--- src/rtl/core/lkvc_pkg.sv ---
`timescale 1ns / 1ps
// ----------------------------------------------------------------------------
// lkvc_pkg
// Shared types and codes for the LRU key-value cache core.
// ----------------------------------------------------------------------------
package lkvc_pkg;

   localparam logic CMD_GET = 1'b0;
   localparam logic CMD_PUT = 1'b1;

   localparam logic [31:0] MISS_VALUE = 32'hFFFF_FFFF;

   localparam int      CSR_AW          = 2;
   localparam logic [CSR_AW-1:0] CSR_ADDR_CAPACITY = 2'd0;

   typedef enum logic [2:0] {
      ST_IDLE,
      ST_SEARCH,
      ST_DECIDE,
      ST_UPDATE,
      ST_FINISH
   } state_type;

   typedef struct packed {
      logic rd_en;
      logic kv_we;
      logic rank_we;
   } store_ctl_type;

endpackage

--- src/rtl/core/lkvc_store.sv ---
`timescale 1ns / 1ps
// ----------------------------------------------------------------------------
// lkvc_store
// Entry storage: key, value and recency-rank memories with one registered
// read port shared by all three, a key/value write port and a rank write port.
// ----------------------------------------------------------------------------
module lkvc_store #(
   parameter int CAPACITY = 16
) (
   input  logic                                          clock,
   input  lkvc_pkg::store_ctl_type                       ctl,
   input  logic [((CAPACITY > 1) ? $clog2(CAPACITY) : 1)-1:0] rd_addr,
   input  logic [((CAPACITY > 1) ? $clog2(CAPACITY) : 1)-1:0] kv_addr,
   input  logic [31:0]                                   kv_key,
   input  logic [31:0]                                   kv_value,
   input  logic [((CAPACITY > 1) ? $clog2(CAPACITY) : 1)-1:0] rank_addr,
   input  logic [((CAPACITY > 1) ? $clog2(CAPACITY) : 1)-1:0] rank_wdata,
   output logic [31:0]                                   rd_key,
   output logic [31:0]                                   rd_value,
   output logic [((CAPACITY > 1) ? $clog2(CAPACITY) : 1)-1:0] rd_rank
);

   localparam int IW = (CAPACITY > 1) ? $clog2(CAPACITY) : 1;

   logic [31:0]   key_mem  [CAPACITY];
   logic [31:0]   val_mem  [CAPACITY];
   logic [IW-1:0] rank_mem [CAPACITY];

   logic [31:0]   key_rd_ff;
   logic [31:0]   val_rd_ff;
   logic [IW-1:0] rank_rd_ff;

   always_ff @(posedge clock) begin
      if (ctl.kv_we) begin
         key_mem[kv_addr] <= kv_key;
         val_mem[kv_addr] <= kv_value;
      end
      if (ctl.rd_en) begin
         key_rd_ff <= key_mem[rd_addr];
         val_rd_ff <= val_mem[rd_addr];
      end
   end

   always_ff @(posedge clock) begin
      if (ctl.rank_we) begin
         rank_mem[rank_addr] <= rank_wdata;
      end
      if (ctl.rd_en) begin
         rank_rd_ff <= rank_mem[rd_addr];
      end
   end

   assign rd_key   = key_rd_ff;
   assign rd_value = val_rd_ff;
   assign rd_rank  = rank_rd_ff;

endmodule

--- src/rtl/core/lru_key_value_cache_core.sv ---
`timescale 1ns / 1ps
// ----------------------------------------------------------------------------
// lru_key_value_cache_core
// Fully associative key-value cache with least-recently-used replacement.
//
// Usage:
//   Requests enter on req_* (valid/ready): command 0 is a get, 1 is a put.
//   A get produces one response on rsp_* (hit flag and value, -1 on miss);
//   a put produces none. Requests are handled one at a time; req_ready is
//   high only while the core is idle.
//   A request scans the entry memories one entry per cycle through a single
//   registered read port: a search pass, then for hits and puts a rank update
//   pass. A response waits in an output register; a stalled receiver holds a
//   get in the core's final step until the response slot frees.
//   Reset empties the cache (valid bits cleared, count zero) and sets
//   active_capacity to 16; no clearing pass is needed.
//   active_capacity (APB, address 0) limits entries held before evicting.
// ----------------------------------------------------------------------------
module lru_key_value_cache_core #(
   parameter int CAPACITY = 16
) (
   input  logic                          clock,
   input  logic                          reset,
   input  logic                          req_valid,
   output logic                          req_ready,
   input  logic                          req_command,
   input  logic signed [31:0]            req_key,
   input  logic signed [31:0]            req_value,
   output logic                          rsp_valid,
   input  logic                          rsp_ready,
   output logic                          rsp_hit,
   output logic signed [31:0]            rsp_read_value,
   input  logic                          psel,
   input  logic                          penable,
   input  logic                          pwrite,
   input  logic [lkvc_pkg::CSR_AW-1:0]   paddr,
   input  logic [31:0]                   pwdata,
   output logic [31:0]                   prdata,
   output logic                          pready
);

   localparam int IW   = (CAPACITY > 1) ? $clog2(CAPACITY) : 1;
   localparam int CW   = $clog2(CAPACITY + 1);
   localparam int CMPW = (CW > 5) ? CW : 5;
   localparam logic [IW-1:0]   LAST_IDX = IW'(CAPACITY - 1);
   localparam logic [CMPW-1:0] CAP_MAX  = CMPW'(CAPACITY);

   lkvc_pkg::state_type state_ff, state_in;

   logic                cmd_ff, cmd_in;
   logic [31:0]         key_ff, key_in;
   logic [31:0]         value_ff, value_in;
   logic [IW-1:0]       addr_ff, addr_in;
   logic                issue_ff, issue_in;
   logic                pvld_ff, pvld_in;
   logic [IW-1:0]       pidx_ff, pidx_in;
   logic                found_ff, found_in;
   logic [IW-1:0]       hit_idx_ff, hit_idx_in;
   logic [IW-1:0]       hit_rank_ff, hit_rank_in;
   logic [31:0]         hit_val_ff, hit_val_in;
   logic [IW-1:0]       free_idx_ff, free_idx_in;
   logic [IW-1:0]       lru_idx_ff, lru_idx_in;
   logic [IW-1:0]       tgt_idx_ff, tgt_idx_in;
   logic [IW-1:0]       tgt_rank_ff, tgt_rank_in;
   logic                upd_ff, upd_in;
   logic [CW-1:0]       count_ff, count_in;
   logic [CAPACITY-1:0] valid_ff, valid_in;
   logic [4:0]          cap_ff, cap_in;
   logic                rsp_valid_ff, rsp_valid_in;
   logic                rsp_hit_ff, rsp_hit_in;
   logic [31:0]         rsp_value_ff, rsp_value_in;

   lkvc_pkg::store_ctl_type store_ctl;
   logic [31:0]   rd_key;
   logic [31:0]   rd_value;
   logic [IW-1:0] rd_rank;
   logic [IW-1:0] rank_wdata;
   logic [31:0]   kv_value;

   logic [CMPW-1:0] cap_ext;
   logic [CMPW-1:0] eff_cap;
   logic            full;
   logic [IW-1:0]   lru_rank;
   logic            cur_valid;
   logic            csr_write;
   logic            fin_go;

   lkvc_store #(
      .CAPACITY (CAPACITY)
   ) u_store (
      .clock      (clock),
      .ctl        (store_ctl),
      .rd_addr    (addr_ff),
      .kv_addr    (tgt_idx_ff),
      .kv_key     (key_ff),
      .kv_value   (kv_value),
      .rank_addr  (pidx_ff),
      .rank_wdata (rank_wdata),
      .rd_key     (rd_key),
      .rd_value   (rd_value),
      .rd_rank    (rd_rank)
   );

   assign cap_ext   = CMPW'(cap_ff);
   assign eff_cap   = (cap_ext == '0) ? CMPW'(1) :
                      ((cap_ext > CAP_MAX) ? CAP_MAX : cap_ext);
   assign full      = (CMPW'(count_ff) >= eff_cap);
   assign lru_rank  = IW'(count_ff - CW'(1));
   assign cur_valid = valid_ff[pidx_ff];
   assign kv_value  = (cmd_ff == lkvc_pkg::CMD_PUT) ? value_ff : hit_val_ff;
   assign csr_write = psel && penable && pwrite && (paddr == lkvc_pkg::CSR_ADDR_CAPACITY);
   assign fin_go    = (cmd_ff == lkvc_pkg::CMD_PUT) || !rsp_valid_ff || rsp_ready;

   assign req_ready      = (state_ff == lkvc_pkg::ST_IDLE);
   assign rsp_valid      = rsp_valid_ff;
   assign rsp_hit        = rsp_hit_ff;
   assign rsp_read_value = rsp_value_ff;
   assign pready         = 1'b1;
   assign prdata         = (paddr == lkvc_pkg::CSR_ADDR_CAPACITY) ? {27'd0, cap_ff} : 32'd0;

   always_ff @(posedge clock) begin
      if (reset) begin
         state_ff     <= lkvc_pkg::ST_IDLE;
         issue_ff     <= 1'b0;
         pvld_ff      <= 1'b0;
         count_ff     <= '0;
         valid_ff     <= '0;
         cap_ff       <= 5'd16;
         rsp_valid_ff <= 1'b0;
      end else begin
         state_ff     <= state_in;
         issue_ff     <= issue_in;
         pvld_ff      <= pvld_in;
         count_ff     <= count_in;
         valid_ff     <= valid_in;
         cap_ff       <= cap_in;
         rsp_valid_ff <= rsp_valid_in;
      end
   end

   always_ff @(posedge clock) begin
      cmd_ff       <= cmd_in;
      key_ff       <= key_in;
      value_ff     <= value_in;
      addr_ff      <= addr_in;
      pidx_ff      <= pidx_in;
      found_ff     <= found_in;
      hit_idx_ff   <= hit_idx_in;
      hit_rank_ff  <= hit_rank_in;
      hit_val_ff   <= hit_val_in;
      free_idx_ff  <= free_idx_in;
      lru_idx_ff   <= lru_idx_in;
      tgt_idx_ff   <= tgt_idx_in;
      tgt_rank_ff  <= tgt_rank_in;
      upd_ff       <= upd_in;
      rsp_hit_ff   <= rsp_hit_in;
      rsp_value_ff <= rsp_value_in;
   end

   always_comb begin
      state_in     = state_ff;
      cmd_in       = cmd_ff;
      key_in       = key_ff;
      value_in     = value_ff;
      addr_in      = addr_ff;
      issue_in     = issue_ff;
      pvld_in      = 1'b0;
      pidx_in      = pidx_ff;
      found_in     = found_ff;
      hit_idx_in   = hit_idx_ff;
      hit_rank_in  = hit_rank_ff;
      hit_val_in   = hit_val_ff;
      free_idx_in  = free_idx_ff;
      lru_idx_in   = lru_idx_ff;
      tgt_idx_in   = tgt_idx_ff;
      tgt_rank_in  = tgt_rank_ff;
      upd_in       = upd_ff;
      count_in     = count_ff;
      valid_in     = valid_ff;
      cap_in       = cap_ff;
      rsp_valid_in = rsp_valid_ff;
      rsp_hit_in   = rsp_hit_ff;
      rsp_value_in = rsp_value_ff;
      store_ctl    = '0;
      rank_wdata   = '0;

      if (csr_write) begin
         cap_in = pwdata[4:0];
      end

      // drain response slot
      if (rsp_valid_ff && rsp_ready) begin
         rsp_valid_in = 1'b0;
      end

      // advance scan address, one entry per cycle
      if (issue_ff) begin
         store_ctl.rd_en = 1'b1;
         pvld_in         = 1'b1;
         pidx_in         = addr_ff;
         if (addr_ff == LAST_IDX) begin
            issue_in = 1'b0;
         end else begin
            addr_in = addr_ff + IW'(1);
         end
      end

      unique case (state_ff)
         lkvc_pkg::ST_IDLE: begin
            if (req_valid) begin
               cmd_in   = req_command;
               key_in   = req_key;
               value_in = req_value;
               found_in = 1'b0;
               addr_in  = '0;
               issue_in = 1'b1;
               state_in = lkvc_pkg::ST_SEARCH;
            end
         end
         lkvc_pkg::ST_SEARCH: begin
            if (pvld_ff) begin
               if (cur_valid && (rd_key == key_ff)) begin
                  found_in    = 1'b1;
                  hit_idx_in  = pidx_ff;
                  hit_rank_in = rd_rank;
                  hit_val_in  = rd_value;
               end
               if (!cur_valid) begin
                  free_idx_in = pidx_ff;
               end
               if (cur_valid && (rd_rank == lru_rank)) begin
                  lru_idx_in = pidx_ff;
               end
               if (pidx_ff == LAST_IDX) begin
                  state_in = lkvc_pkg::ST_DECIDE;
               end
            end
         end
         lkvc_pkg::ST_DECIDE: begin
            if ((cmd_ff == lkvc_pkg::CMD_GET) && !found_ff) begin
               upd_in   = 1'b0;
               state_in = lkvc_pkg::ST_FINISH;
            end else begin
               upd_in = 1'b1;
               if (found_ff) begin
                  tgt_idx_in  = hit_idx_ff;
                  tgt_rank_in = hit_rank_ff;
               end else if (full) begin
                  tgt_idx_in  = lru_idx_ff;
                  tgt_rank_in = lru_rank;
               end else begin
                  tgt_idx_in  = free_idx_ff;
                  tgt_rank_in = IW'(count_ff);
                  count_in    = count_ff + CW'(1);
               end
               addr_in  = '0;
               issue_in = 1'b1;
               state_in = lkvc_pkg::ST_UPDATE;
            end
         end
         lkvc_pkg::ST_UPDATE: begin
            if (pvld_ff) begin
               if (pidx_ff == tgt_idx_ff) begin
                  store_ctl.rank_we = 1'b1;
                  rank_wdata        = '0;
               end else if (cur_valid && (rd_rank < tgt_rank_ff)) begin
                  store_ctl.rank_we = 1'b1;
                  rank_wdata        = rd_rank + IW'(1);
               end
               if (pidx_ff == LAST_IDX) begin
                  state_in = lkvc_pkg::ST_FINISH;
               end
            end
         end
         lkvc_pkg::ST_FINISH: begin
            if (fin_go) begin
               if (upd_ff) begin
                  store_ctl.kv_we      = 1'b1;
                  valid_in[tgt_idx_ff] = 1'b1;
               end
               if (cmd_ff == lkvc_pkg::CMD_GET) begin
                  rsp_valid_in = 1'b1;
                  rsp_hit_in   = found_ff;
                  rsp_value_in = found_ff ? hit_val_ff : lkvc_pkg::MISS_VALUE;
               end
               state_in = lkvc_pkg::ST_IDLE;
            end
         end
         default: begin
            state_in = lkvc_pkg::ST_IDLE;
         end
      endcase
   end

endmodule

--- config.mk ---
export PLATFORM = sky130hd
export DESIGN_NAME = lru_key_value_cache_core
export DESIGN_NICKNAME = d
export VERILOG_FILES = /design/src/rtl/core/lkvc_pkg.sv /design/src/rtl/core/lkvc_store.sv /design/src/rtl/core/lru_key_value_cache_core.sv
export SDC_FILE = /design/constraint.sdc
export NUM_CORES = 1
export LEC_CHECK = 0
export BUFFER_PORTS_ARGS = -buffer_cell sky130_fd_sc_hd__buf_2
export CAP_MARGIN = 0
export CELL_PAD_IN_SITES_DETAIL_PLACEMENT = 1
export CELL_PAD_IN_SITES_GLOBAL_PLACEMENT = 2
export CORE_MARGIN = 1
export CORE_UTILIZATION = 43
export DETAILED_ROUTE_END_ITERATION = 8
export PLACE_DENSITY = 0.8
export SYNTH_ARGS = -nofsm -noshare
export SYNTH_HDL_FRONTEND = slang
export SYNTH_SLANG_ARGS = --single-unit
--- constraint.sdc ---
create_clock -name clock -period 7 [get_ports clock]
set_clock_uncertainty 0.2 [all_clocks]
set_input_delay 0.7 -clock clock [delete_from_list [all_inputs] [get_ports clock]]
set_output_delay 0.7 -clock clock [all_outputs]
set_load 0.02 [all_outputs]
# Word level (Yosys, flattened, before mapping)
# Memory sizes are Yosys's and may differ from the RTL's. A register that Yosys moved wholly into a read port is not among the register bits.
# Cells that the tools add are included.
totals:
  regBits: 196
  input_bits: 106
  n_memories: 3
  out_inout_bits: 68
  ramBits: 1088
  wordCells: 140
mem_list:
  columns: ["name", "depth", "word_bits", "read_ports", "rd_ports_with_merged_regs", "wr", "line_no", "text"]
  rows:
  - ["u_store.key_mem", 16, 32, 1, 1, 1, "lkvc_store.sv:25", "logic [31:0] key_mem [CAPACITY];"]
  - ["u_store.val_mem", 16, 32, 1, 1, 1, "lkvc_store.sv:26", "logic [31:0] val_mem [CAPACITY];"]
  - ["u_store.rank_mem", 16, 4, 1, 1, 1, "lkvc_store.sv:27", "logic [IW-1:0] rank_mem [CAPACITY];"]
classes:
  mux: 55
  n_eq_ne: 16
  n_lt_le_gt_ge: 6
  reduce_logical: 27
  n_addsub: 4
  bitwise: 6
op_table:
  columns: ["op", "count"]
  rows:
  - ["two-way mux 4 bit", 12]
  - ["equality test 32 bit", 1]
  - ["two-way mux 32 bit", 1]
  - ["two-way mux 1 bit", 26]
  - ["two-way mux 3 bit", 7]
  - ["bitwise OR 16 bit", 1]
  - ["two-way mux 5 bit", 3]
  - ["case mux 3 bit (5 select lines)", 1]
  - ["AND reduction 3 bit", 5]
  - ["inequality test 2 bit, second input constant", 7]
  - ["less-than comparator 4 x 5 -> 1 bit, second input constant", 2]
  - ["logical AND 1 bit", 9]
  - ["adder 4 x 1 -> 4 bit, second input constant", 2]
  - ["equality test 4 bit", 2]
  - ["equality test 4 bit, second input constant", 2]
  - ["case mux 4 bit (2 select lines)", 1]
  - ["AND reduction 4 bit", 2]
  - ["equality test 3 x 2 -> 1 bit, second input constant", 2]
  - ["AND reduction 6 bit", 1]
  - ["adder 5 x 1 -> 5 bit, second input constant", 1]
  - ["greater-or-equal comparator 5 bit", 1]
  - ["> comparator 5 bit, second input constant", 1]
  - ["zero test 5 bit", 1]
  - ["NOT 1 bit", 5]
  - ["14 further kinds", 18]

# Depth between registers and ports, before layout
# Gate-level depths: netlist (run 1).
depth:
  word_depth: 9
  depth_mapped: 10
  depth_no_buf: 10

# By module
# Synthesis (run 1) repeated with hierarchy kept, for this count alone.
hier_totals:
  hier_cells: 2350
  hier_area_um2: 50986.4
by_module_without_submodules:
  columns: ["mod", "cells_per_inst", "instances", "area_each_um2", "seq_area_each_um2"]
  rows:
  - ["lkvc_store", 1773, 1, 42773.5, 34713.3]
  - ["lru_key_value_cache_core", 577, 1, 8212.9, 5525.3]

# Least setup slack after synthesis (run 1)
# Ideal clock, no wire load.
synth_path:
  path_type: "flip-flop to flip-flop"
  start: "register state_ff[1]"
  end: "memory u_store.key_mem[4][0], enable pin"
  setup_ns: 0.565
  path_stages_with_launch: 7
  period_less_slack_ns: 6.518
  required_ns: 6.235
  path_slack_ns: 0.482
  path_buffers: 1
  arrival_time_ns: 5.754
  cell_sequence: "dfxtp_1 > clkbuf_1 > nor3b_1 > and3_1 > nand2_1 > or2_2 > nor3_1"
synth_via:
  elab_chain_len: 4
synth_lines:
  columns: ["item", "line_no", "text"]
  rows:
  - ["start, declared", "lru_key_value_cache_core.sv:48", "lkvc_pkg::state_type state_ff, state_in;"]
  - ["start signal, assigned", "lru_key_value_cache_core.sv:123", "state_ff <= lkvc_pkg::ST_IDLE;"]
  - ["start signal, assigned", "lru_key_value_cache_core.sv:131", "state_ff <= state_in;"]
  - ["equality test 3 bit", "lru_key_value_cache_core.sv:208", "unique case (state_ff)"]
  - ["two-way mux 1 bit", "lru_key_value_cache_core.sv:208", null]
  - ["two-way mux 1 bit", "lkvc_store.sv:34", "if (ctl.kv_we) begin"]
  - ["two-way mux 1 bit (implied by the code)", "lkvc_store.sv:35", "key_mem[kv_addr] <= kv_key;"]
  - ["end, declared", "lkvc_store.sv:25", null]
# Every way passes these cells.

# Worst setup path in the final report (run 1)
layout_path:
  start: "register key_ff[12]"
  end: "register hit_val_ff[15], enable pin"
layout_via:
  elab_chain_len: 3
layout_lines:
  columns: ["item", "line_no", "text"]
  rows:
  - ["start, declared", "lru_key_value_cache_core.sv:51", "logic [31:0] key_ff, key_in;"]
  - ["start signal, assigned", "lru_key_value_cache_core.sv:143", "key_ff <= key_in;"]
  - ["equality test 32 bit", "lru_key_value_cache_core.sv:222", "if (cur_valid && (rd_key == key_ff)) begin"]
  - ["logical AND 1 bit", "lru_key_value_cache_core.sv:222", null]
  - ["AND reduction 3 bit (no source line)", null, null]
  - ["end signal, assigned", "lru_key_value_cache_core.sv:150", "hit_val_ff <= hit_val_in;"]
  - ["end, declared", "lru_key_value_cache_core.sv:60", "logic [31:0] hit_val_ff, hit_val_in;"]
# Every way passes these cells.
# A chain may end at the register's enable or synchronous reset.

==> results list, run 1 <==
* Result of the run: complete, no violations
- Number of gates given a new drive strength after cts: 0
* Non-filler instance count after layout: about 4,700
- The floorplan step set the die height to 349 um.
- In this design, the critical path's most frequently occurring cell is nand4_1.
- Post-synthesis sequential area ratio: just under 80%
* Crit start category: flip-flop
- For this run, the slowest stage of the critical path takes 0.95 ns.
- After synthesis, the cell types taking the most area are edfxtp_1 76%, mux4_2 5.9%, mux2i_1 4.2%.
* TritonCTS clock tree: built
- Traced cell by cell, the critical path runs through xnor2_1 -> nand4_1 -> nor4_1 -> nand4_1 -> or4_1 -> nor2_4 -> buf_4.
* DIE AREA: around 0.12 mm2
* Footprint of the multi-input gates: about 0.011 mm2
* Tightest Pin Transition: 1.28 ns
* Leakage power of the design: 19.0 nW
- Placeable Area: ~0.12 mm2
- Synthesis produced a netlist whose cell count is between 2,000 and 3,000.
- Top-level I/O count: between 150 and 200
- Die Wd: between 300 and 400 um
- Maxcap violations: 0
* Critical path required time: between 7 and 8 ns
* Total Power: around 0.02 W
* Total via count in the routed design: around 27,000
- Number of enable flip-flop cells after synthesis: 1,316
* Insertion delay of the later-clocked pin in the worst-skew pair: between 0.7 and 0.8 ns
- Buffers added to address setup during post-CTS repair amount to 0.
* Wire length of the first global-routing pass: about 190,000 um
- The slowest stage of the critical path is the nor2_4 cell.
- The count of buffers added on input and output ports is between 100 and 150.
- Grt total ovfl: 0
- The worst register-to-register path ends at hit_val_ff[15]$_DFFE_PP_.
- Maximum clock frequency: between 200 and 250 MHz
- Max-slew violation count: 0
* Normalized max-slew margin: between 10 and 15%
* Post-synthesis sequential element count: around 1,400
- After clock tree synthesis, the clock-pin slew on the worst setup and hold paths is about 0.060 ns.
* Worst Hold Class: input pin to flip-flop
- Yosys mapped the design onto 48 distinct sky130hd cell types.
- Number of standard-cell rows in the floorplan: around 130
* Vias per cell: around 5.7
- Initial core utilization: between 40% and 50%
* CTS Buf Count: about 140
- The HPWL after detailed placement is between 60,000 and 70,000 um.
- The number of placed instances, taps included, is roughly 4,400.
- Leading cell type in the layout, fill and taps excluded: edfxtp_1
* RD Place Congestion: roughly 0.75
* Deepest level of the CTS H-tree: 4
- ANT nets after route: 0
- Proportion of register bits with asynchronous set or reset after synthesis: 0%
- Summed over all layers, the routed wires come to 129,000 um.
* Root Driver: clkbuf_16
- The setup check on the worst reg-to-reg path leaves a slack of between 2 and 2.5 ns.
- Entering global routing, the biggest net connects between 100 and 150 pins.
- The most critical setup path has its startpoint at key_ff[12]$_DFFE_PP_.
* Dominant register cell in the synthesized netlist: edfxtp_1
- Average instance area after synthesis: about 19 um2
- Drc violations: 0
- In this run the critical register-to-register path is launched from key_ff[12]$_DFFE_PP_.
- Number of inserted filler cells in the final layout: ~11,000
* Nets@finish: a little over 3,000
- In the final timing run, aggregate negative setup slack is 0 ns.
- The number of global-route vias before repair came to ~28,000.
* Inserted Diodes: 0
- Setup repair after global routing missed its margin: no
- The initial antenna violation count was 7.
- Share of post-route cells with drive strength above 1: about a fifth
* Startpoint of the lowest-slack hold path: pwdata[0]
- Setup-failing EPs final: 0
- Cells fill 49.7% of the core in the end.
* Number of endpoints with negative hold slack in the final report: 0
* Crit. End Element: flip-flop
- Hold-fix buffers, CTS: 64
- Power spread over the standard cell area amounts to between 300 and 400 mW/mm2.
- Of all nets on the critical path, the largest fanout is 22.
- Critical path destination: hit_val_ff[15]$_DFFE_PP_
* Min Clock Period, post-route: around 4.9 ns
* Combined area of all synthesized cells: around 0.052 mm2
- Share of the clock period used by the worst path after layout: a little over two thirds
* Arrival @ worst endpoint: between 5 and 6 ns
- Depth of the worst register-to-register path: 7
- Detailed router's first-iteration violation count: 2,336
* Biggest area consumer among synthesized cells: edfxtp_1
- Largest voltage drop on the vdd net: between 0.0002 and 0.0003 V
- The Yosys step of the flow raised 0 warnings.
* Area Growth Syn to Fin: 14.7%
- The critical path in this run is classified as flip-flop to flip-flop.
- The first detailed-routing pass ran for 5 iterations.
- In this run the deepest clock path goes through 3 buffers.
* GR Util All Layers: about a fifth
- Yosys top cell area share: 76.1%
- Highest-count cells in the layout ignoring fill and taps: 1,316 x edfxtp_1, 218 x mux2i_1, 144 x o21ai_0, 143 x clkbuf_16, 136 x mux4_2
- In the final routed layout, each cell accounts on average for about 28 um.
* Reg area: 0.0403 mm2
- CTS sink cnt: ~1,400
==> layout make-up <==
cell class | count | share of cell area (%)
sequential | 1352 | 67.6
timing repair buffer | 229 | 2.77
inverter | 17 | 0.111
tap | 1612 | 3.39
multi-input combinational | 1212 | 18.6
clock buffer | 174 | 6.31
clock inverter | 84 | 1.26
==> per-stage QoR <==
stage          cell area (um2)  hold slack [ns]  worst slack (ns)
2_1_floorplan            52000            0.200             0.482
3_3_place_gp             54400            0.203              2.38
6_report                 59500           0.0248              2.06
5_1_grt                  59500           0.0136              1.90
4_1_cts                  59500          0.00131              2.02
3_5_place_dp             54400            0.206              2.04
==> where the power goes <==
group | switching [W] | internal, W | total, W
Sequential | 0.000426 | 0.00966 | 0.0101
Combinational | 0.00155 | 0.00109 | 0.00263
Clock | 0.00313 | 0.00417 | 0.00730
Total | 0.00510 | 0.0149 | 0.0200
==> cells in the mapped netlist, drive strengths merged, types with 2 or more instances <==
master	number
a211o	2
a211oi	3
a21o	3
a21oi	84
a221oi	68
a22oi	70
a31oi	3
and2	6
and3	3
buf	80
clkbuf	82
conb	2
dfxtp	36
edfxtp	1316
ha	12
inv	17
mux2	102
mux2i	218
mux4	140
nand2	96
nand2b	42
nand3	10
nand4	5
nor2	64
nor2b	7
nor3	20
nor4	13
o2111ai	3
o21ai	146
or3	6
or4	2
xnor2	17
xor2	31
==> cells by family after synthesis <==
group / after synthesis / synth area share (%)
AND/OR/NAND/NOR: 279 / 2.54
adder cells (fa/ha/maj): 12 / 0.289
flip-flops: 1352 / 77.5
XOR/XNOR: 48 / 0.810
AO/OA/AOI/OAI: 385 / 4.66
buffers and inverters: 179 / 1.63
other: 2 / 0.0145
multiplexers: 460 / 12.5
==> worst max-delay path: cells and delay by family (launching register included) <==
family | cells | cell delay (ns)
xor gates and xnor gates | 1 | 0.47
buffers and inverters | 1 | 0.53
DFF | 1 | 0.62
and+or+nand+nor | 5 | 2.74
==> flip-flops by register name (all words and copies together), names as in the netlist, 5 cells and up <==
signal and cells:
count_ff 5, hit_val_ff 32, u_store.val_mem 512, key_ff 32, u_store.rd_key 32, value_ff 32, valid_ff 16, rsp_read_value 32
cap_ext 5, u_store.key_mem 512, u_store.rd_value 32, u_store.rank_mem 64
==> how the worst min path moves through the flow <==
stage / depth (start not counted) / to / slack, ns
after CTS: 3 / cap_ext[0]$_SDFFE_PP0P_ / 0.001
after detailed placement: 0 / hit_val_ff[9]$_DFFE_PP_ / 0.21
after global routing: 3 / cap_ext[0]$_SDFFE_PP0P_ / 0.01
after floorplan: 0 / hit_val_ff[0]$_DFFE_PP_ / 0.20
after global placement: 0 / hit_val_ff[22]$_DFFE_PP_ / 0.20
final: 3 / cap_ext[0]$_SDFFE_PP0P_ / 0.02
==> per-layer routing <==
metal  vias up  routed length [um]  track usage [%]
li1      11400                   -                -
met3       207                7230             3.45
met1     14200               53800             27.5
met2       868               65300             36.3
met4         2                2940             6.37
met5         -                   8                0
Note: power is estimated with default switching activity, not from simulation.
==> run 2: changes to the inputs <==
==> constraint.sdc (replaced) <==
create_clock -name clock -period 4.3 [get_ports clock]
set_clock_uncertainty 0.2 [all_clocks]
set_input_delay 0.43 -clock clock [delete_from_list [all_inputs] [get_ports clock]]
set_output_delay 0.43 -clock clock [all_outputs]
set_load 0.02 [all_outputs]
==> run 2 against run 1 <==
Power is 63% higher. Clock power is 60% higher. Count of clock-buffer cells in the layout is 18 higher. Wire length is 0.47% higher. Global-route usage is 0.25 points higher. Utilization is 0.36 points higher. Die area stayed put. Maximum frequency is 29% higher. Sequential cell count stayed put. Combinational power is 66% higher.
==> results list, run 2 (same netlist as run 1, synthesis figures left out) <==
* Highest net fanout along the worst path: 19 (-14%)
* WL per Instance: 27.6 um (about the same)
* Power density over the cells: 542 mW/mm2 (+61%)
- The total clock sinks was 1,352 (unchanged).
* Leading cell type in the layout, fill and taps excluded: edfxtp_1
* Number of endpoints with negative hold slack in the final report: 0 (unchanged)
- Vias per cell: 5.69 (-0.44%)
- Maximum clock frequency: 260 MHz (+29%)
- Top-level I/O count: 174 (unchanged)
- On the critical path, the stage with the largest delay is an instance of nor4_1.
- Setup repair after global routing missed its margin: no
* Max-slew violation count: 0 (unchanged)
* Crit-path max cell delay: 0.69 ns (-0.26 ns)
- The register-to-register path setup slack came to 0.46 ns (-1.60 ns).
- Number of standard-cell rows in the floorplan: 127 (unchanged)
* Beginning of the worst register-to-register path: key_ff[12]$_DFFE_PP_
- Area Growth Syn to Fin: 15.6%
* Depth of the worst register-to-register path: 8 (+1)
* Worst Hold Path Cells: 2 (-1)
* Non-filler instance count after layout: 4,703 (+0.49%)
- The number of H-tree levels came to 4 (unchanged).
- Crit start category: flip-flop
- In this run the worst hold path is classified as input pin to flip-flop.
- The endpoint identified for the worst register-to-register timing path is hit_val_ff[19]$_DFFE_PP_.
- The worst max-slew margin expressed relative to the limit is 16.6% (+1.7 points).
* Highest-count cells in the layout ignoring fill and taps: 1,316 x edfxtp_1, 218 x mux2i_1, 147 x clkbuf_16, 144 x o21ai_0, 136 x mux4_2
- The total track usage came to 21.4% (+0.25 points).
- The effective utilization at floorplan was 43.3% (unchanged).
- The number of placed cells counting well taps was 4,376 (+0.41%).
- The chip height was 349 um (unchanged).
* Drc violations: 0 (unchanged)
- Detailed router's first-iteration violation count: 2,442 (+4.5%)
- The residual overflow from global routing is 0 (unchanged).
- The area of the placeable core is 0.120 mm2 (unchanged).
- The number of nets with antenna violations after detailed routing is 0 (unchanged).
- Wire length of the first global-routing pass: 190,000 um (+1.7%)
- Min Clock Period, post-route: 3.84 ns (-1.10 ns)
- The last weighted congestion value of the routability-driven placer is 0.750 (-0.46%).
* DPL Wire Length: 66,000 um (+3.0%)
- Count of input and output buffers: 118 (unchanged)
* Largest voltage drop on the vdd net: 0.000467 V (+62%)
- Number of global-route vias before repair: 28,800 (+1.7%)
- Nets@finish: 3,098 (+0.88%)
* Root Driver: clkbuf_16
* TritonCTS clock tree: built
- The count of inserted antenna diode cells was 0 (unchanged).
- By startpoint and endpoint, the worst setup path is classified as flip-flop to flip-flop.
* Tightest Pin Transition: 1.25 ns (-0.0298 ns)
- Buffer levels on the longest clock path: 3 (unchanged)
- Grouping stages by cell kind, the critical path spends the most delay in simple AND/OR/NAND/NOR gates.
- The total number of vias came to 26,700 (+0.045%).
* Post-CTS clock slew at the launch and capture registers of the worst setup and hold paths: 0.06 ns (about the same)
* Crit. End Element: flip-flop
* Critical path required time: 4.51 ns (-2.68 ns)
- First element of the critical path: key_ff[12]$_DFFE_PP_
* CTS Buf Count: 141 (unchanged)
* Setup-failing EPs final: 0 (unchanged)
- The share of final-layout standard cells stronger than drive strength 1 was 21.0% (+0.038 points).
- The detailed-router iteration count before antenna repair came to 5 (unchanged).
* Arrival @ worst endpoint: 4.05 ns (-1.08 ns)
- The signal on the critical path passes through xnor2_1 -> nand4_1 -> nor4_1 -> buf_4 -> nand4_1 -> or4_1 -> nor2_4 -> buf_4.
* Final WL: 130,000 um (+0.47%)
* Share of the clock period used by the worst path after layout: 89.3% (+19 points)
- The floorplan die area was 0.122 mm2 (unchanged).
* Setup total negative slack: 0 ns (unchanged)
- Result of the run: complete, no violations
- The tightest hold margin came to 0.0169 ns (-0.00788 ns).
- Startpoint of the lowest-slack hold path: reset
- The largest net degree at the start of global routing came to 119 (-14%).
* Hold path endpoint: cap_ext[3]$_SDFFE_PP0P_
- The post-cts sizing count is 0 (unchanged).
- Leakage power of the design: 19.1 nW (+0.91%)
* Die Wd: 349 um (unchanged)
- WP buf/inv: 2 (+1)
- Insertion delay of the later-clocked pin in the worst-skew pair: 0.76 ns (about the same)
- The initial antenna violation count is 3 (-4).
- The number of maximum-capacitance constraint violations is 0 (unchanged).
- The largest registers in the layout are u_store.key_mem: 512 flops, u_store.val_mem: 512 flops, u_store.rank_mem: 64 flops.
-- run 2: how the worst max path moves through the flow --
stage                                            to  slack [ns]  cells past startpoint
global placement           hit_val_ff[17]$_DFFE_PP_        0.54                      8
global route               hit_val_ff[22]$_DFFE_PP_        0.36                      8
detailed placement         hit_val_ff[17]$_DFFE_PP_        0.46                      8
floorplan           u_store.key_mem[5][0]$_DFFE_PP_       -0.48                      6
finish                     hit_val_ff[19]$_DFFE_PP_        0.46                      8
CTS                        hit_val_ff[22]$_DFFE_PP_        0.44                      8
-- run 2: power breakdown --
group	switching (W)	total, W	internal, W
clock network	0.00497	0.0117	0.00677
registers	0.000700	0.0164	0.0157
logic	0.00255	0.00437	0.00182
total	0.00822	0.0325	0.0243
-- run 2: per-stage QoR --
stage	setup slack (ns)	util (%)	total power, W	cell area [um2]
finish	0.461	50.1	0.0325	60000
global route	0.363	50.1	0.0336	60000
CTS	0.436	50.1	0.0328	60000
detailed placement	0.465	45.8	0.0210	54800
global placement	0.536	45.8	0.0208	54800
floorplan	-0.481	-	0.0196	52100
-- run 2: timing repair --
item | in CTS | in global routing
hold buffers | 73 | 0
endpoints found under the hold margin | 74 | 0
setup buffers | 0 | 0
-- run 2: routing by layer --
metal / vias up / global-route usage (%) / share of wire, %
met2: 870 / 37.1 / 51
met5: - / 0 / 0
met3: 208 / 2.77 / 4.9
met4: 0 / 6.44 / 2.4
li1: 11400 / - / -
met1: 14200 / 28.0 / 42
-- run 2: area by class of cell --
class                   instances  area (um2)
inverters                      17        66.3
well taps                    1612        2020
repair buffers                256        2130
multi-input cells            1212       11100
clock buffers                 192        3940
fillers                     11000       59800
flip-flops and latches       1352       40300
clock inverters                62         483
